==> config.mk <==
export PLATFORM = sky130hd
export DESIGN_NAME = i2c_register_transaction_master
export DESIGN_NICKNAME = d
export VERILOG_FILES = /design/src/hw/rtl/i2crt_pkg.sv /design/src/hw/rtl/i2crt_queue.sv /design/src/hw/rtl/i2crt_engine.sv /design/src/hw/rtl/i2c_register_transaction_master.sv
export SDC_FILE = /design/constraint.sdc
export NUM_CORES = 1
export LEC_CHECK = 0
export BUFFER_PORTS_ARGS = -buffer_cell sky130_fd_sc_hd__buf_2
export CAP_MARGIN = 15
export CELL_PAD_IN_SITES_DETAIL_PLACEMENT = 1
export CELL_PAD_IN_SITES_GLOBAL_PLACEMENT = 1
export CORE_MARGIN = 4
export CORE_UTILIZATION = 38
export DETAILED_ROUTE_END_ITERATION = 12
export PLACE_DENSITY = 0.67
export SLEW_MARGIN = 30
export SYNTH_ARGS = -nofsm -noshare
export SYNTH_HDL_FRONTEND = slang
export SYNTH_SLANG_ARGS = --single-unit
==> constraint.sdc <==
create_clock -name clk -period 10.4 [get_ports clk]
set_input_delay 0.52 -clock clk [delete_from_list [all_inputs] [get_ports clk]]
set_output_delay 0.52 -clock clk [all_outputs]
set_load 0.01 [all_outputs]
==> src/hw/rtl/i2crt_pkg.sv <==
`timescale 1ns / 1ps
`default_nettype none
package i2crt_pkg;
    localparam int MAX_BYTES_DEF = 16;
    localparam int IN_W  = 24;
    localparam int OUT_W = 16;
    localparam logic [1:0] CMD_TICK  = 2'd0;
    localparam logic [1:0] CMD_LOAD  = 2'd1;
    localparam logic [1:0] CMD_WRITE = 2'd2;
    localparam logic [1:0] CMD_READ  = 2'd3;
    localparam logic [1:0] REG_DEV  = 2'd0;
    localparam logic [1:0] REG_HALF = 2'd1;
    localparam logic [1:0] REG_TMO  = 2'd2;

    typedef struct packed {
        logic [1:0] command;
        logic       sda_in;
        logic [7:0] reg_addr;
        logic [7:0] byte_value;
        logic [4:0] byte_count;
    } item_t;

    typedef struct packed {
        logic       status;
        logic       done_res;
        logic       read_last;
        logic       read_valid;
        logic [7:0] read_data;
        logic       busy_res;
        logic       sda_enable;
        logic       sda_out;
        logic       scl;
    } result_t;
endpackage
`default_nettype wire

==> src/hw/rtl/i2crt_queue.sv <==
`timescale 1ns / 1ps
`default_nettype none
module i2crt_queue (
    input  wire                  clk,
    input  wire                  rst_n,
    input  wire                  in_valid,
    output logic                 in_ready,
    input  i2crt_pkg::item_t     in_item,
    output logic                 out_valid,
    input  wire                  out_ready,
    output i2crt_pkg::item_t     out_item
);
    import i2crt_pkg::*;
    // two-entry queue, full throughput
    item_t      mem_reg [2];
    logic       wp_reg, rp_reg;
    logic [1:0] cnt_reg;
    logic       push, pop;

    assign in_ready  = (cnt_reg != 2'd2);
    assign out_valid = (cnt_reg != 2'd0);
    assign out_item  = mem_reg[rp_reg];
    assign push = in_valid && in_ready;
    assign pop  = out_valid && out_ready;

    always_ff @(posedge clk)
    begin
        if (push)
        begin
            mem_reg[wp_reg] <= in_item;
        end
    end

    always_ff @(posedge clk or negedge rst_n)
    begin
        if (!rst_n)
        begin
            wp_reg <= 1'b0;
            rp_reg <= 1'b0;
            cnt_reg <= 2'd0;
        end
        else
        begin
            if (push) wp_reg <= ~wp_reg;
            if (pop) rp_reg <= ~rp_reg;
            cnt_reg <= cnt_reg + {1'b0, push} - {1'b0, pop};
        end
    end
endmodule
`default_nettype wire

==> src/hw/rtl/i2crt_engine.sv <==
`timescale 1ns / 1ps
`default_nettype none
module i2crt_engine #(
    parameter int MAX_BYTES = i2crt_pkg::MAX_BYTES_DEF
) (
    input  wire                  clk,
    input  wire                  rst_n,
    input  wire                  in_valid,
    output logic                 in_ready,
    input  i2crt_pkg::item_t     in_item,
    input  wire [6:0]            device_address,
    input  wire [15:0]           half_period_ticks,
    input  wire [7:0]            ack_timeout,
    output logic                 out_valid,
    input  wire                  out_ready,
    output i2crt_pkg::result_t   out_res
);
    import i2crt_pkg::*;
    localparam int AW = (MAX_BYTES > 1) ? $clog2(MAX_BYTES) : 1;
    localparam int CW = $clog2(MAX_BYTES + 1);
    localparam int BW = $clog2(MAX_BYTES + 3);

    typedef enum logic [19:0] {
        PH_IDLE = 20'd1 << 0,  PH_ST_A = 20'd1 << 1,  PH_ST_B = 20'd1 << 2,
        PH_TX_L = 20'd1 << 3,  PH_TX_H = 20'd1 << 4,  PH_AK_L = 20'd1 << 5,
        PH_AK_H = 20'd1 << 6,  PH_RS_A = 20'd1 << 7,  PH_RS_B = 20'd1 << 8,
        PH_RS_C = 20'd1 << 9,  PH_RX_L = 20'd1 << 10, PH_RX_H = 20'd1 << 11,
        PH_MA_L = 20'd1 << 12, PH_MA_H = 20'd1 << 13, PH_SP_A = 20'd1 << 14,
        PH_SP_B = 20'd1 << 15, PH_SP_C = 20'd1 << 16, PH_SE_A = 20'd1 << 17,
        PH_SE_B = 20'd1 << 18, PH_SE_C = 20'd1 << 19
    } phase_t;

    phase_t        phase_reg, phase_next;
    logic [2:0]    bit_reg, bit_next;
    logic [BW-1:0] byte_reg, byte_next;
    logic [7:0]    shift_reg, shift_next;
    logic [15:0]   div_reg, div_next;
    logic [7:0]    tmo_reg, tmo_next;
    logic [CW-1:0] load_reg, load_next;
    logic          rd_reg, rd_next;
    logic [7:0]    treg_reg, treg_next;
    logic [CW-1:0] total_reg, total_next;
    logic [7:0]    wbuf [MAX_BYTES];
    logic [7:0]    wbyte;
    logic          out_v_reg;
    result_t       res_reg, res_next;
    logic          step, half_end, last_byte;
    logic [BW-1:0] d_idx;

    // output register frees as soon as it is taken
    assign in_ready  = !out_v_reg || out_ready;
    assign out_valid = out_v_reg;
    assign out_res   = res_reg;
    assign step      = in_valid && in_ready;
    assign half_end  = !({1'b0, div_reg} + 17'd1 < {1'b0, half_period_ticks});
    // buffer entry of the next data byte
    assign d_idx     = byte_reg - BW'(1);
    assign wbyte     = wbuf[d_idx[AW-1:0]];
    assign last_byte = ({1'b0, byte_reg} + (BW+1)'(1)) >= (BW+1)'(total_reg);

    always_ff @(posedge clk)
    begin
        if (step && phase_reg == PH_IDLE && in_item.command == CMD_LOAD
            && load_reg < CW'(MAX_BYTES))
        begin
            wbuf[load_reg[AW-1:0]] <= in_item.byte_value;
        end
    end

    always_comb
    begin
        phase_next = phase_reg; bit_next = bit_reg; byte_next = byte_reg;
        shift_next = shift_reg; div_next = div_reg; tmo_next = tmo_reg;
        load_next = load_reg; rd_next = rd_reg; treg_next = treg_reg;
        total_next = total_reg;
        res_next = '0;
        if (phase_reg == PH_IDLE)
        begin
            if (in_item.command == CMD_LOAD)
            begin
                if (load_reg < CW'(MAX_BYTES)) load_next = load_reg + CW'(1);
            end
            else if (in_item.command == CMD_WRITE || in_item.command == CMD_READ)
            begin
                rd_next = (in_item.command == CMD_READ);
                treg_next = in_item.reg_addr;
                total_next = ({27'd0, in_item.byte_count} > MAX_BYTES) ?
                             CW'(MAX_BYTES) : CW'(in_item.byte_count);
                if (!rd_next) load_next = '0;
                shift_next = {device_address, 1'b0};
                bit_next = '0; byte_next = '0; div_next = '0; tmo_next = '0;
                phase_next = PH_ST_A;
            end
        end
        else if (!half_end)
        begin
            div_next = div_reg + 16'd1;
        end
        else
        begin
            div_next = '0;
            case (phase_reg)
                PH_ST_A: phase_next = PH_ST_B;
                PH_ST_B: phase_next = PH_TX_L;
                PH_TX_L: phase_next = PH_TX_H;
                PH_TX_H:
                begin
                    shift_next = {shift_reg[6:0], 1'b0};
                    bit_next = bit_reg + 3'd1;
                    if (bit_reg == 3'd7)
                    begin
                        tmo_next = '0;
                        phase_next = PH_AK_L;
                    end
                    else phase_next = PH_TX_L;
                end
                PH_AK_L: phase_next = PH_AK_H;
                PH_AK_H:
                begin
                    if (!in_item.sda_in)
                    begin
                        bit_next = '0;
                        if (!rd_reg)
                        begin
                            if ({1'b0, byte_reg} < (BW+1)'(total_reg) + (BW+1)'(1))
                            begin
                                byte_next = byte_reg + BW'(1);
                                phase_next = PH_TX_L;
                                shift_next = (byte_reg == BW'(0)) ? treg_reg : wbyte;
                            end
                            else phase_next = PH_SP_A;
                        end
                        else if (byte_reg == BW'(0))
                        begin
                            byte_next = BW'(1);
                            shift_next = treg_reg;
                            phase_next = PH_TX_L;
                        end
                        else if (byte_reg == BW'(1))
                        begin
                            byte_next = BW'(2);
                            phase_next = PH_RS_A;
                        end
                        else if (total_reg == '0) phase_next = PH_SP_A;
                        else
                        begin
                            byte_next = '0;
                            shift_next = '0;
                            phase_next = PH_RX_L;
                        end
                    end
                    else
                    begin
                        tmo_next = tmo_reg + 8'd1;
                        if (tmo_next >= ack_timeout) phase_next = PH_SE_A;
                    end
                end
                PH_RS_A: phase_next = PH_RS_B;
                PH_RS_B: phase_next = PH_RS_C;
                PH_RS_C:
                begin
                    shift_next = {device_address, 1'b1};
                    bit_next = '0;
                    phase_next = PH_TX_L;
                end
                PH_RX_L: phase_next = PH_RX_H;
                PH_RX_H:
                begin
                    shift_next = {shift_reg[6:0], in_item.sda_in};
                    bit_next = bit_reg + 3'd1;
                    if (bit_reg == 3'd7)
                    begin
                        res_next.read_data = shift_next;
                        res_next.read_valid = 1'b1;
                        res_next.read_last = last_byte;
                        phase_next = PH_MA_L;
                    end
                    else phase_next = PH_RX_L;
                end
                PH_MA_L: phase_next = PH_MA_H;
                PH_MA_H:
                begin
                    if (last_byte) phase_next = PH_SP_A;
                    else
                    begin
                        byte_next = byte_reg + BW'(1);
                        shift_next = '0;
                        phase_next = PH_RX_L;
                    end
                end
                PH_SP_A: phase_next = PH_SP_B;
                PH_SP_B: phase_next = PH_SP_C;
                PH_SP_C:
                begin
                    phase_next = PH_IDLE;
                    res_next.done_res = 1'b1;
                end
                PH_SE_A: phase_next = PH_SE_B;
                PH_SE_B: phase_next = PH_SE_C;
                PH_SE_C:
                begin
                    phase_next = PH_IDLE;
                    res_next.done_res = 1'b1;
                    res_next.status = 1'b1;
                end
                default: phase_next = PH_IDLE;
            endcase
        end
        res_next.scl = 1'b1;
        res_next.sda_out = 1'b1;
        res_next.sda_enable = 1'b1;
        res_next.busy_res = (phase_next != PH_IDLE);
        case (phase_next)
            PH_ST_A: ;
            PH_ST_B: res_next.sda_out = 1'b0;
            PH_TX_L:
            begin
                res_next.scl = 1'b0;
                res_next.sda_out = shift_next[7];
            end
            PH_TX_H: res_next.sda_out = shift_next[7];
            PH_AK_L, PH_RX_L:
            begin
                res_next.scl = 1'b0;
                res_next.sda_enable = 1'b0;
            end
            PH_AK_H, PH_RX_H: res_next.sda_enable = 1'b0;
            PH_RS_A: res_next.scl = 1'b0;
            PH_RS_B: ;
            PH_RS_C: res_next.sda_out = 1'b0;
            PH_MA_L, PH_MA_H:
            begin
                res_next.scl = (phase_next == PH_MA_H);
                res_next.sda_out = ({1'b0, byte_next} + (BW+1)'(1))
                                   >= (BW+1)'(total_next);
            end
            PH_SP_A, PH_SE_A:
            begin
                res_next.scl = 1'b0;
                res_next.sda_out = 1'b0;
            end
            PH_SP_B, PH_SE_B: res_next.sda_out = 1'b0;
            PH_SP_C, PH_SE_C: ;
            default: res_next.sda_enable = 1'b0;
        endcase
    end

    always_ff @(posedge clk)
    begin
        if (step) res_reg <= res_next;
    end

    always_ff @(posedge clk or negedge rst_n)
    begin
        if (!rst_n)
        begin
            phase_reg <= PH_IDLE; bit_reg <= '0; byte_reg <= '0;
            shift_reg <= '0; div_reg <= '0; tmo_reg <= '0; load_reg <= '0;
            rd_reg <= 1'b0; treg_reg <= '0; total_reg <= '0; out_v_reg <= 1'b0;
        end
        else
        begin
            if (step)
            begin
                phase_reg <= phase_next; bit_reg <= bit_next;
                byte_reg <= byte_next; shift_reg <= shift_next;
                div_reg <= div_next; tmo_reg <= tmo_next; load_reg <= load_next;
                rd_reg <= rd_next; treg_reg <= treg_next; total_reg <= total_next;
                out_v_reg <= 1'b1;
            end
            else if (out_ready)
            begin
                out_v_reg <= 1'b0;
            end
        end
    end
endmodule
`default_nettype wire

==> src/hw/rtl/i2c_register_transaction_master.sv <==
`timescale 1ns / 1ps
// i2c register transaction master
// s_axis carries one item per bus tick: a plain tick, a write-buffer load,
// or the start of a register write or read; sda_in is the line sampled then.
// m_axis returns one item per input item: scl, sda_out, sda_enable, busy,
// and any read byte, done and status raised on that tick.
// cfg_we/cfg_index/cfg_data set address, half period and ack timeout;
// write them only while no transaction runs.
// an item passes a two-entry queue, then the sequencer steps once and its
// result lands in an output register; one item per cycle is sustained
// while m_axis_tready stays high.
// reset puts the bus idle (scl high, sda released), empties the queue and
// the write buffer count; buffer contents are not cleared.
// a stalled m_axis_tready holds the result and backs up into the queue, then
// s_axis_tready drops; no item is lost or repeated.
`default_nettype none
module i2c_register_transaction_master #(
    parameter int MAX_BYTES = i2crt_pkg::MAX_BYTES_DEF
) (
    input  wire                         clk,
    input  wire                         rst_n,
    input  wire                         s_axis_tvalid,
    output logic                        s_axis_tready,
    // command[1:0], sda_in[2], reg_addr[10:3], byte_value[18:11], byte_count[23:19]
    input  wire [i2crt_pkg::IN_W-1:0]   s_axis_tdata,
    output logic                        m_axis_tvalid,
    input  wire                         m_axis_tready,
    // scl, sda_out, sda_enable, busy_res, read_data[11:4], read_valid,
    // read_last, done_res, status[15]
    output logic [i2crt_pkg::OUT_W-1:0] m_axis_tdata,
    input  wire                         cfg_we,
    input  wire [1:0]                   cfg_index,
    input  wire [15:0]                  cfg_data
);
    import i2crt_pkg::*;
    item_t   in_item, q_item;
    result_t res;
    logic    q_valid, q_ready;
    logic [6:0]  dev_reg;
    logic [15:0] half_reg;
    logic [7:0]  tmo_reg;

    assign in_item.command    = s_axis_tdata[1:0];
    assign in_item.sda_in     = s_axis_tdata[2];
    assign in_item.reg_addr   = s_axis_tdata[10:3];
    assign in_item.byte_value = s_axis_tdata[18:11];
    assign in_item.byte_count = s_axis_tdata[23:19];

    always_ff @(posedge clk or negedge rst_n)
    begin
        if (!rst_n)
        begin
            dev_reg <= 7'd80;
            half_reg <= 16'd5;
            tmo_reg <= 8'd10;
        end
        else if (cfg_we)
        begin
            case (cfg_index)
                REG_DEV:  dev_reg <= cfg_data[6:0];
                REG_HALF: half_reg <= cfg_data;
                REG_TMO:  tmo_reg <= cfg_data[7:0];
                default: ;
            endcase
        end
    end

    i2crt_queue u_queue (
        .clk(clk), .rst_n(rst_n),
        .in_valid(s_axis_tvalid), .in_ready(s_axis_tready), .in_item(in_item),
        .out_valid(q_valid), .out_ready(q_ready), .out_item(q_item)
    );

    i2crt_engine #(.MAX_BYTES(MAX_BYTES)) u_engine (
        .clk(clk), .rst_n(rst_n),
        .in_valid(q_valid), .in_ready(q_ready), .in_item(q_item),
        .device_address(dev_reg), .half_period_ticks(half_reg),
        .ack_timeout(tmo_reg),
        .out_valid(m_axis_tvalid), .out_ready(m_axis_tready), .out_res(res)
    );

    assign m_axis_tdata = {res.status, res.done_res, res.read_last, res.read_valid,
                           res.read_data, res.busy_res, res.sda_enable,
                           res.sda_out, res.scl};
endmodule
`default_nettype wire

---- Word level (Yosys, flattened, before mapping) ----
Memory sizes are Yosys's and may differ from the RTL's.
Cells that the tools add are included.
W data, S select, Z words.
storage, ports and cells
  bits in registers ....................... 131
  bits in latches ......................... 0
  memory bits (writable) .................. 176
  memory bits (read-only) ................. 0
  bits of input ports ..................... 47
  output and inout port bits .............. 18
  logic and storage cells ................. 225
  memories kept ........................... 2
operators by class
  add/subtract/negate cells ............... 12
  $mul .................................... 0
  divide/modulo/power cells ............... 0
  magnitude comparators ................... 7
  equal/unequal tests ..................... 58
  shifts and indexed selects .............. 0
  muxes and demuxes ....................... 77
  bitwise logic cells ..................... 5
  reduce and logical (&&, ||, !) cells .... 37
memory list
  name             depth  bits a word  rd ports  clocked after memory_dff  wr ports  line                text
  u_engine.wbuf    16     8            1         0                         1         i2crt_engine.sv:43  logic [7:0] wbuf [MAX_BYTES];
  u_queue.mem_reg  2      24           1         0                         1         i2crt_queue.sv:15   item_t mem_reg [2];
operators with widths
  kind                    number
  $pmux W20 S16           1
  $mux W20                9
  $mux W8                 18
  $mux W5                 19
  $mux W16                4
  $mux W15                3
  $eq A20 B10 Y1 const B  2
  $eq A20 B11 Y1 const B  2
  $eq A20 B13 Y1 const B  2
  $eq A20 B14 Y1 const B  2
  $eq A20 B15 Y1 const B  2
  $eq A20 B16 Y1 const B  2
  $eq A20 B17 Y1 const B  2
  $eq A20 B18 Y1 const B  2
  $eq A20 B19 Y1 const B  2
  $eq A20 B2 Y1 const B   2
  $eq A20 B20 Y1 const B  2
  $eq A20 B3 Y1 const B   2
  $eq A20 B4 Y1 const B   2
  $eq A20 B5 Y1 const B   2
  $eq A20 B6 Y1 const B   2
  $eq A20 B8 Y1 const B   2
  $eq A20 B9 Y1 const B   2
  $pmux W8 S5             1
  other kinds (61)        107

---- Depth between registers and ports, before layout ----
Gate-level depths: netlist (run 1).
  word-level depth ........................ 12
  depth in mapped cells ................... 22
  mapped depth without buffers ............ 21

---- Modules after synthesis ----
From an unflattened synthesis (run 1), not the netlist that was laid out.
unflattened totals
  cells, all modules ...................... 1315
  area total of the unflattened synthesis .. 15790.1 um2
modules (own cells, without submodules)
  module                           instances  cells an instance  area an instance (um2)
  i2crt_engine                     1          1157               12645.9
  i2crt_queue                      1          92                 1948.1
  i2c_register_transaction_master  1          66                 1196.1

---- Least setup slack after synthesis (run 1) ----
Ideal clock, no wire load.
  path kind ............................... register to register
  start point ............................. reg u_engine.byte_reg[0]
  end point ............................... reg u_engine.res_reg, in the netlist u_engine.out_res[1], data pin
  library setup time ...................... 0.275 ns
  arrival ................................. 4.803 ns
  setup slack ............................. 5.322 ns
  cell stages (with the launch flop) ...... 22
  clock period less this slack ............ 5.078 ns
  cells stage by stage .................... dfrtp_1 > buf_2 > buf_2 > clkbuf_1 > inv_1 > ha_1 > ha_1 > o21ai_0 > o21ai_0 > a21boi_0 > o31ai_1 > or3_1 > o21ai_1 > a21oi_1 > ha_1 > ha_1 > a21o_1 > a21o_1 > a21oi_1 > nor2b_1 > o31ai_1 > o221ai_1
RTL lines
  what                      line                 text
  start: declaration        i2crt_engine.sv:35   logic [BW-1:0] byte_reg, byte_next;
  start signal: assignment  i2crt_engine.sv:266  byte_reg <= byte_next; shift_reg <= shift_next;
  end signal: assignment    i2crt_engine.sv:250  if (step) res_reg <= res_next;
  end: declaration          i2crt_engine.sv:46   result_t res_reg, res_next;

==> impl_results.md, run 1 <==
- First-pass GRT wire length: 68.1 mm
- # Max-Cap Violations: 0
- Ports: 65
- WL per Instance: 22.3 um
- Layout cells sized above 1: 18.8%
- Arrival time at the worst endpoint: 5.66 ns
- Port buffer count: 64
- Final Util: 43.7%
- Core area: 40700 um2
- Largest net degree at the start of global routing: 67
- Die ar.: 44400 um2
- Worst flop-to-flop path endpoint: u_engine.out_res[1]
- Nets@finish: 1462
- Least-Margin Pin Slew: 0.924 ns
- Outcome: complete, no violations
- Worst min path class: input pin to async pin
- Post-synth EDFFs: 192
- Post-Place Setup Slack: 5.06 ns
- Die Ht: 211 um
- Pwr/cell area: 207 nW/um2
- R2r setup slk: 5.01 ns
- Clock sink total: 307
- R2R depth: 18
- CTS resizes: 0
- Initial antenna violation count: 0
- Post-DP Area: 16500 um2
- Share of the synthesized area in the top cell type: 36.9%
- TritonCTS clock tree: done
- Postcts setup bufs: 0
- # fillers: 4294
- Yosys warns: 0
- WL final: 42.9 mm
- CTS H-tree lvls: 2
- Final ANT Viol Nets: 0
- TNS Setup: 0 ns
- Post-Syn Area: 15600 um2
- Setup CP Type: flip-flop to flip-flop
- Vias in the first global route: 11459
- Worst vdd ir: 0.136 mV
- Area grow syn2layout: 13.8%
- Worst Setup End Kind: flip-flop
- Crit Reg-Reg Startpoint: u_engine.byte_reg[1]
- Slack of the critical path: 5.01 ns
- CP Buf/Inv Count: 1
- Drt initial violations: 746
- Die W: 211 um
- RSZ-0062 raised after global routing: false
- Tot GR Track Use: 19.6%
- Max-Slew Margin vs Limit: 38.4%
- Area leader, netlist: edfxtp_1
- Achievable clock frequency: 185 MHz
- DRC: 0
- Initial Util: 38.4%
- Synth Instances: 1301
- Synth cell types: 92
- Total gr overflow: 0
- Final hold violations: 0
- Clk slew on worst S/H paths: 0.07 ns
- Crit path launch type: flip-flop
- Diode count: 0
- Setup violations, final: 0
- CTS Hold Bufs: 0
- Fin. max-slew vios: 0
- Top area cells in the synthesized netlist: edfxtp_1 (37%), dfrtp_1 (17%), mux4_2 (4.8%)
- Crit-path leading delay family: compound AO/OA/AOI/OAI gates
- Final hold slack: 0.0246 ns
- Clock Latency Late Sink: 0.55 ns
- Leak pwr: 0.00684 uW
- Cell chosen for the clock root: clkbuf_16
- Total number of vias: 10866
- Cell Rows: 74
- Gp weighted congestion: 0.896
- Ys async rst share: 37.5%
- Crit path cell chain: inv_1 > ha_2 > ha_1 > o21ai_0 > o21ai_0 > a21boi_0 > o31ai_1 > or3_1 > o21ai_1 > a21oi_1 > ha_1 > ha_1 > a21o_1 > a21o_1 > a21oi_1 > nor2b_1 > o31ai_1 > o221ai_1
- Most numerous cell on the critical path: ha_1
- CTS Buf Count: 37
- Worst Path Max Fanout: 34
- 1st-pass router iterations: 5
- Crit path largest cell delay: 0.94 ns
- Syn Nets: 1403
- Mean post-synth cell area: 12.0 um2
- Sequential fraction of the synthesis area: 55.3%
- DP Wirelength: 30.5 mm
- Tmin final: 5.39 ns
- Worst Skew: 0.0221 ns
- Fin crit share: 51.9%
- Yosys reg bits: 307
- Critical path's slowest cell: ha_2
- Critical Path RT: 10.66 ns
- Design area: 17800 um2
- Clock Tree Buf Depth: 3
- Max FFs per register: 128
- Via density: 5.66
- Most used flip-flop cell after synthesis: edfxtp_1
==> stage by stage <==
| stage | instances | total power [uW] |
|---|---|---|
| 6_report | 1920 | 3690 |
| 5_1_grt | 1920 | 3890 |
| 4_1_cts | 1920 | 3740 |
| 3_5_place_dp | 1853 | 2400 |
| 3_3_place_gp | 1853 | 2380 |
| 2_1_floorplan | 1301 | 2100 |
==> cells by family (layout without fill, tap and decap cells) <==
logic type	count (synthesis)	count (layout)	share of synthesized area (%)
AO/OA/AOI/OAI	244	244	10.7
XOR/XNOR	46	46	2.58
adder cells (fa/ha/maj)	55	55	4.40
buffers and inverters	110	197	2.76
flip-flops	307	307	55.3
multiplexers	104	104	9.66
AND/OR/NAND/NOR	435	435	14.6
==> synth_stat cells (all sizes together) (15+ instances only) <==
master	count
mux4	33
xnor2	26
dfrtp	108
nand4	27
o21ai	62
and2	25
nor3	30
xor2	20
mux2	45
inv	49
edfxtp	192
buf	18
nand3	48
mux2i	26
nor2	95
a22o	15
nand2	120
clkbuf	43
a21oi	55
ha	55
==> placed cells by master (no fill, tap or decap), types with 6 or more instances in the layout <==
| master | n |
|---|---|
| edfxtp_1 | 192 |
| nand2_1 | 120 |
| dfrtp_1 | 107 |
| nor2_1 | 90 |
| buf_2 | 63 |
| a21oi_1 | 55 |
| o21ai_0 | 55 |
| ha_1 | 54 |
| inv_1 | 48 |
| nand3_1 | 46 |
| mux2_2 | 44 |
| clkbuf_16 | 38 |
| mux4_2 | 33 |
| nor3_1 | 28 |
| xnor2_1 | 26 |
| mux2i_1 | 26 |
| nand4_1 | 25 |
| and2_1 | 25 |
| xor2_1 | 19 |
| buf_4 | 17 |
| a22o_1 | 15 |
| nor2b_1 | 13 |
| nand2b_1 | 13 |
| a211oi_1 | 11 |
| o31ai_1 | 10 |
| a22oi_1 | 10 |
| a31oi_1 | 8 |
| nor4_1 | 8 |
| and3_1 | 7 |
| o21a_1 | 7 |
| nand3b_1 | 7 |
| dfstp_2 | 7 |
| or3_1 | 6 |
| a221oi_1 | 6 |
| clkinv_2 | 6 |
| clkinv_1 | 6 |
==> worst register-to-register path, delay by kind of cell, from the launching register on <==
family	cells	cell delay, ns
buffers and inverters	1	0.12
adder cells (fa/ha/maj)	4	1.91
AO/OA/AOI/OAI	11	2.17
AND/OR/NAND/NOR	2	0.45
flip-flops	1	0.44
==> how the worst max path moves through the flow <==
stage	from	end	slack, ns	depth (start not counted)
floorplan	u_engine.byte_reg[0]	u_engine.out_res[1]	5.32	21
global placement	u_engine.byte_reg[1]	u_engine.out_res[1]	5.22	18
detailed placement	u_engine.byte_reg[1]	u_engine.out_res[1]	5.06	18
CTS	u_engine.byte_reg[1]	u_engine.out_res[1]	5.02	18
global route	u_engine.byte_reg[0]	u_engine.out_res[1]	4.53	20
finish	u_engine.byte_reg[1]	u_engine.out_res[1]	5.01	18
==> cell type report <==
class	count	area [um2]	area share (%)
Clock buffer	46	1010	5.68
Inverter	49	184	1.03
Clock inverter	21	233	1.31
Sequential cell	307	8650	48.6
Multi-Input combinational cell	884	6590	37.0
Tap cell	532	666	3.74
Timing Repair Buffer	81	454	2.55
==> power by group <==
| part | internal (uW) | switching [uW] |
|---|---|---|
| clock | 795 | 517 |
| sequential | 1500 | 84.2 |
| combinational | 267 | 521 |
==> metal layers <==
layer  vias up  track usage, %  part of all wire [%]
met5         -               0                     0
met4         0            5.45                   2.6
met3        66            3.77                   4.6
met2       245            32.1                    48
met1      5546            26.8                    44
li1       5009               -                     -
No activity file was read; power rests on OpenSTA's default activity.
==> inputs of run 2 (changes only) <==
Settings changed: PLACE_DENSITY 0.67 to 0.69.
Clock period 10.4 ns to 4.9 ns, I/O delays scaled along.
==> impl_results.md, run 2 (synthesis results as in run 1) <==
- Initial Util: 38.4% (unchanged)
- Cell chosen for the clock root: clkbuf_16
- Internal power: 5540 uW (+120%)
- First-pass GRT wire length: 69.6 mm (+2.2%)
- Port buffer count: 64 (unchanged)
- Clock Latency Late Sink: 0.56 ns (about the same)
- CP startpoint: u_engine.div_reg[4]
- Achievable clock frequency: 212 MHz (+15%)
- DRC: 0 (unchanged)
- Die ar.: 44400 um2 (unchanged)
- Worst Skew: 0.0133 ns (-0.00885 ns)
- Most frequent cells in the layout: edfxtp_1 (192), nand2_1 (119), dfrtp_1 (107), nor2_1 (89), buf_4 (74)
- CTS Buf Count: 37 (unchanged)
- Tot GR Track Use: 20.1% (+0.50 points)
- Gate power share: 22.8% (+1.4 points)
- Setup violations, final: 0 (unchanged)
- Total gr overflow: 0 (unchanged)
- Least-Margin Pin Slew: 1.04 ns (+0.118 ns)
- Initial antenna violation count: 0 (unchanged)
- Worst hold stages: 3
- Layout cells sized above 1: 22.5% (+3.7 points)
- Leak pwr: 0.00734 uW (+7.3%)
- # fillers: 4320 (+0.61%)
- Worst Path Max Fanout: 4 (-88%)
- Worst min path class: input pin to flip-flop
- Fin crit share: 96.1% (+44 points)
- Worst vdd ir: 0.289 mV (+110%)
- # Max-Cap Violations: 0 (unchanged)
- Crit Reg-Reg Startpoint: u_engine.div_reg[4]
- CTS H-tree lvls: 2 (unchanged)
- Pwr/cell area: 427 nW/um2 (+110%)
- Worst flop-to-flop path endpoint: u_engine.out_res[1]
- Nets@finish: 1561 (+6.8%)
- Cell Rows: 74 (unchanged)
- Clk slew on worst S/H paths: 0.06 ns (about the same)
- Total power: 8010 uW (+120%)
- Tmin final: 4.71 ns (-0.686 ns)
- WL per Instance: 22.2 um (-0.43%)
- Ports: 65 (unchanged)
- Fin. max-slew vios: 0 (unchanged)
- Most common cell after layout, fill and taps aside: edfxtp_1
- Inst Count DP: 1901 (+2.6%)
- Drt initial violations: 898 (+20%)
- Clock sink total: 307 (unchanged)
- Vias in the first global route: 11881 (+3.7%)
- Largest net degree at the start of global routing: 45 (-33%)
- 1st-pass router iterations: 4 (-1)
- Diode count: 0 (unchanged)
- Die Ht: 211 um (unchanged)
- Core area: 40700 um2 (unchanged)
- Worst Setup End Kind: flip-flop
- Final hold violations: 0 (unchanged)
- Final ANT Viol Nets: 0 (unchanged)
- Post-Place Setup Slack: -0.0343 ns (-5.10 ns)
- Clk network pwr share: 35.3% (-0.3 points)
- Gp weighted congestion: 0.908 (+1.3%)
- Arrival time at the worst endpoint: 5.00 ns (-0.66 ns)
- Final cell count without fillers: 2020 (+5.2%)
- R2R depth: 23 (+5)
- Design area: 18800 um2 (+5.5%)
- Total number of vias: 11243 (+3.5%)
- Sequential Power Share: 42.0% (-1.1 points)
- Final Util: 46.1% (+2.4 points)
- WL final: 44.9 mm (+4.8%)
- Switching part of the total: 30.8% (+0.36 points)
- Area grow syn2layout: 20.1%
- Worst setup path endpoint: u_engine.out_res[1]
- TritonCTS clock tree: done
- Max FFs per register: 128 (unchanged)
- Setup CP Type: flip-flop to flip-flop
- Slack of the critical path: 0.193 ns (-4.81 ns)
- Clock Tree Buf Depth: 3 (unchanged)
- Max-Slew Margin vs Limit: 30.6% (-7.9 points)
- P_sw: 2470 uW (+120%)
- Post-DP Area: 16900 um2 (+2.2%)
- Via density: 5.57 (-1.7%)
- Crit path launch type: flip-flop
- R2r setup slk: 0.19 ns (-4.81 ns)
- Critical Path RT: 5.19 ns (-5.47 ns)
- Die W: 211 um (unchanged)
- Outcome: complete, no violations
- DP Wirelength: 31.4 mm (+3.1%)
run 2: changes by cell type in the layout (fill, tap and decap cells not counted), moves of 3 or more:
cell,before,now
a21oi_1,55,52
a21oi_2,0,3
buf_4,17,74
dlygate4sd3_1,0,42
xnor2_1,26,23
xnor2_2,0,3
run 2: how the worst min path moves through the flow:
stage	from	endpoint
2_1_floorplan	rst_n	dev_reg[0]
3_3_place_gp	rst_n	half_reg[9]
3_5_place_dp	rst_n	half_reg[9]
4_1_cts	s_axis_tvalid	u_queue.wp_reg
5_1_grt	s_axis_tvalid	u_queue.wp_reg
6_report	s_axis_tvalid	u_queue.wp_reg
run 2: power groups by stage:
stage               sequential (uW)  clock, uW  combinational, uW
detailed placement             3420          0               1760
CTS                            3370       2900               1800
finish                         3360       2830               1820
global placement               3400          0               1710
global route                   3390       3010               2000
floorplan                      3360          0               1090
run 2: final cells by class:
class | instances | area [um2] | area share, %
Sequential cell | 307 | 8650 | 46.1
Multi-Input combinational cell | 884 | 6720 | 35.8
Timing Repair Buffer | 180 | 1300 | 6.94
Clock buffer | 47 | 1020 | 5.41
Tap cell | 532 | 666 | 3.55
Clock inverter | 21 | 236 | 1.26
Inverter | 49 | 184 | 0.980
run 2: repair_timing:
item                                    in CTS  in global routing
pin swaps                                    1                 13
endpoints found under the hold margin      114                  0
gates resized for setup                      2                 26
buffers inserted                             0                  9
endpoints found under the setup margin       1                  1
hold buffers                                42                  0
run 2: per-stage QoR:
step	setup TNS (ns)	hold slack (ns)
after floorplan	0	-0.0506
after global placement	0	0.236
after detailed placement	-0.0343	0.239
after CTS	0	0.00817
after global routing	-0.0432	0.0727
final	0	0.0369
run 2: routing by layer:
metal / vias up / routed length (um) / track usage [%]
li1: 5214 / - / -
met1: 5686 / 19500 / 26.4
met2: 273 / 22100 / 34.0
met3: 70 / 1980 / 3.36
met4: 0 / 1270 / 6.80
met5: - / 0 / 0
run 2: critical path: stages (launching register included):
cell	delay, ns
dfrtp_1	0.37
and4_4	0.27
nand4_4	0.15
nor2_2	0.12
xor2_1	0.20
ha_1	0.28
a211o_1	0.28
a21oi_2	0.21
a211oi_2	0.09
buf_4	0.15
a221oi_4	0.25
buf_6	0.16
buf_4	0.10
buf_4	0.13
nor4b_2	0.06
o211ai_1	0.33
nand2_1	0.15
o31ai_4	0.13
nand3_2	0.13
xnor2_2	0.15
ha_1	0.27
nor2b_1	0.13
o31ai_1	0.18
o221ai_1	0.13
==> inputs of run 3 (changes only) <==
--- a/config.mk
+++ b/config.mk
@@ -13,2 +13,3 @@
 export CORE_UTILIZATION = 38
+export CTS_CLUSTER_DIAMETER = 120
 export DETAILED_ROUTE_END_ITERATION = 12
==> constraint.sdc (replaced) <==
create_clock -name clk -period 4.9 [get_ports clk]
set_input_delay 0.49 -clock clk [delete_from_list [all_inputs] [get_ports clk]]
set_output_delay 0.49 -clock clk [all_outputs]
set_load 0.01 [all_outputs]
==> impl_results.md, run 3 (synthesis results as in run 1) <==
- Outcome: complete, no violations
- Final hold violations: 0 (unchanged)
- Clock Latency Late Sink: 0.58 ns (+0.02 ns)
- Worst Path Max Fanout: 4 (unchanged)
- Port buffer count: 64 (unchanged)
- Worst Setup End Kind: flip-flop
- Cell chosen for the clock root: clkbuf_16
- R2R depth: 22 (-4.3%)
- Worst vdd ir: 0.282 mV (-2.3%)
- Crit Reg-Reg Startpoint: u_engine.div_reg[3]
- Die Ht: 211 um (unchanged)
- Max-Slew Margin vs Limit: 37.2% (+6.6 points)
- R2r setup slk: 0.21 ns (+0.02 ns)
- Initial Util: 38.4% (unchanged)
- Crit path launch type: flip-flop
- Die W: 211 um (unchanged)
- Pwr/cell area: 429 nW/um2 (+0.64%)
- Critical Path RT: 5.19 ns (about the same)
- Gp weighted congestion: 0.917 (+1.0%)
- Fin. max-slew vios: 0 (unchanged)
- Least-Margin Pin Slew: 0.943 ns (-0.0989 ns)
- Leak pwr: 0.00707 uW (-3.7%)
- Total gr overflow: 0 (unchanged)
- Tmin final: 4.69 ns (-0.0172 ns)
- Most common cell after layout, fill and taps aside: edfxtp_1
- Setup violations, final: 0 (unchanged)
- Max FFs per register: 128 (unchanged)
- Drt initial violations: 875 (-2.6%)
- Clock sink total: 307 (unchanged)
- WL per Instance: 22.2 um (about the same)
- Initial antenna violation count: 1 (+1)
- Final hold slack: 0.101 ns (+0.0645 ns)
- Ports: 65 (unchanged)
- Total number of vias: 11082 (-1.4%)
- Worst setup path endpoint: u_engine.out_res[1]
- Final ANT Viol Nets: 0 (unchanged)
- Nets@finish: 1517 (-2.8%)
- Die ar.: 44400 um2 (unchanged)
- Layout cells sized above 1: 22.1% (-0.42 points)
- CTS H-tree lvls: 2 (unchanged)
- TritonCTS clock tree: done
- DP Wirelength: 31.5 mm (+0.49%)
- Area grow syn2layout: 16.6%
- Worst Skew: 0.0280 ns (+0.0148 ns)
- Clk slew on worst S/H paths: 0.06 ns (about the same)
- CTS Buf Count: 37 (unchanged)
- Cell Rows: 74 (unchanged)
- CP startpoint: u_engine.div_reg[3]
- Fin crit share: 95.7% (-0.35 points)
- Arrival time at the worst endpoint: 4.98 ns (-0.02 ns)
- WL final: 44.0 mm (-2.1%)
- Worst min path class: input pin to flip-flop
- Most frequent cells in the layout: edfxtp_1 (192), nand2_1 (119), dfrtp_1 (107), nor2_1 (89), buf_4 (71)
- Worst flop-to-flop path endpoint: u_engine.out_res[1]
- First-pass GRT wire length: 69.4 mm (-0.28%)
- # Max-Cap Violations: 0 (unchanged)
- Core area: 40700 um2 (unchanged)
- Setup CP Type: flip-flop to flip-flop
- Vias in the first global route: 11794 (-0.73%)
- Largest net degree at the start of global routing: 52 (+16%)
- Tot GR Track Use: 20.0% (-0.13 points)
- Achievable clock frequency: 213 MHz (+0.37%)
- 1st-pass router iterations: 5 (+1)
- Total power: 7820 uW (-2.3%)
- Start point of the worst hold path: s_axis_tdata[16]
- DRC: 0 (unchanged)
- Via density: 5.61 (+0.71%)
- Clock Tree Buf Depth: 3 (unchanged)
==> run 3: cell count changes in the layout (fill, tap and decap cells not counted), moves of 3 or more <==
cell           before  now
dlygate4sd3_1      42    1
buf_4              74   71
clkinv_2            6    2
clkbuf_1            7   14
==> run 3: worst max-delay path: stages (launching register included) <==
cell	delay (ns)
dfrtp_1	0.35
and4_4	0.27
nand4_4	0.10
nor2_2	0.13
xor2_1	0.21
ha_1	0.28
a211o_1	0.31
a21oi_2	0.18
buf_4	0.15
o211ai_4	0.08
a221oi_4	0.39
buf_6	0.17
nor3_2	0.05
a31o_1	0.26
o31ai_4	0.07
ha_1	0.27
ha_1	0.29
a21o_1	0.18
a21o_1	0.16
a21oi_2	0.11
nor2b_1	0.05
o31ai_1	0.18
o221ai_1	0.16
==> run 3: cell type report <==
class	count	area [um2]
timing repair buffer	136	870
tap	532	666
multi-input combinational	884	6670
clock buffer	52	992
antenna	1	2.50
fill	4348	22500
sequential	307	8650
inverter	49	184
clock inverter	16	186
==> run 3: how the worst min path moves through the flow <==
stage,to,slack [ns],depth (start not counted)
2_1_floorplan,dev_reg[0],0.19,0
3_3_place_gp,half_reg[9],0.46,1
3_5_place_dp,half_reg[9],0.46,1
4_1_cts,u_queue.mem_reg[0][5],0.07,1
5_1_grt,u_queue.mem_reg[0][5],0.08,1
6_report,u_queue.mem_reg[1][10],0.10,1
==> run 3: timing repair <==
| item | CTS | global route |
|---|---|---|
| setup buffers | 0 | 6 |
| resized for setup | 1 | 17 |
| pin swaps | 0 | 16 |
| hold endpoints to repair | 26 | 0 |
| hold buffers | 1 | 0 |
| gates cloned | 0 | 0 |
| endpoints found under the setup margin | 1 | 3 |
==> run 3: routing by layer <==
layer | track usage, % | up-vias | share of wire [%] | wire length (um)
met3 | 3.65 | 66 | 4.6 | 2050
met1 | 27.1 | 5631 | 44 | 19400
met5 | 0 | - | 0 | 0
met2 | 33.2 | 257 | 48 | 21300
li1 | - | 5128 | - | -
met4 | 5.54 | 0 | 2.8 | 1230
==> run 3: power by group <==
group	leakage [uW]	internal (uW)	switching, uW	total [uW]
Sequential	0.00324	3190	165	3360
Combinational	0.00327	635	1160	1790
Clock	0.000556	1540	1130	2670
==> run 3: through the flow <==
stage	setup slack (ns)	utilization [%]	setup TNS [ns]	area (um2)	instances
2_1_floorplan	0.000120	-	0	15600	1301
4_1_cts	0.0141	44.4	0	18100	1970
3_5_place_dp	-0.0302	41.5	-0.0302	16900	1901
6_report	0.210	44.7	0	18200	1977
3_3_place_gp	0.0975	41.5	0	16900	1901
5_1_grt	-0.0373	44.7	-0.0373	18200	1976
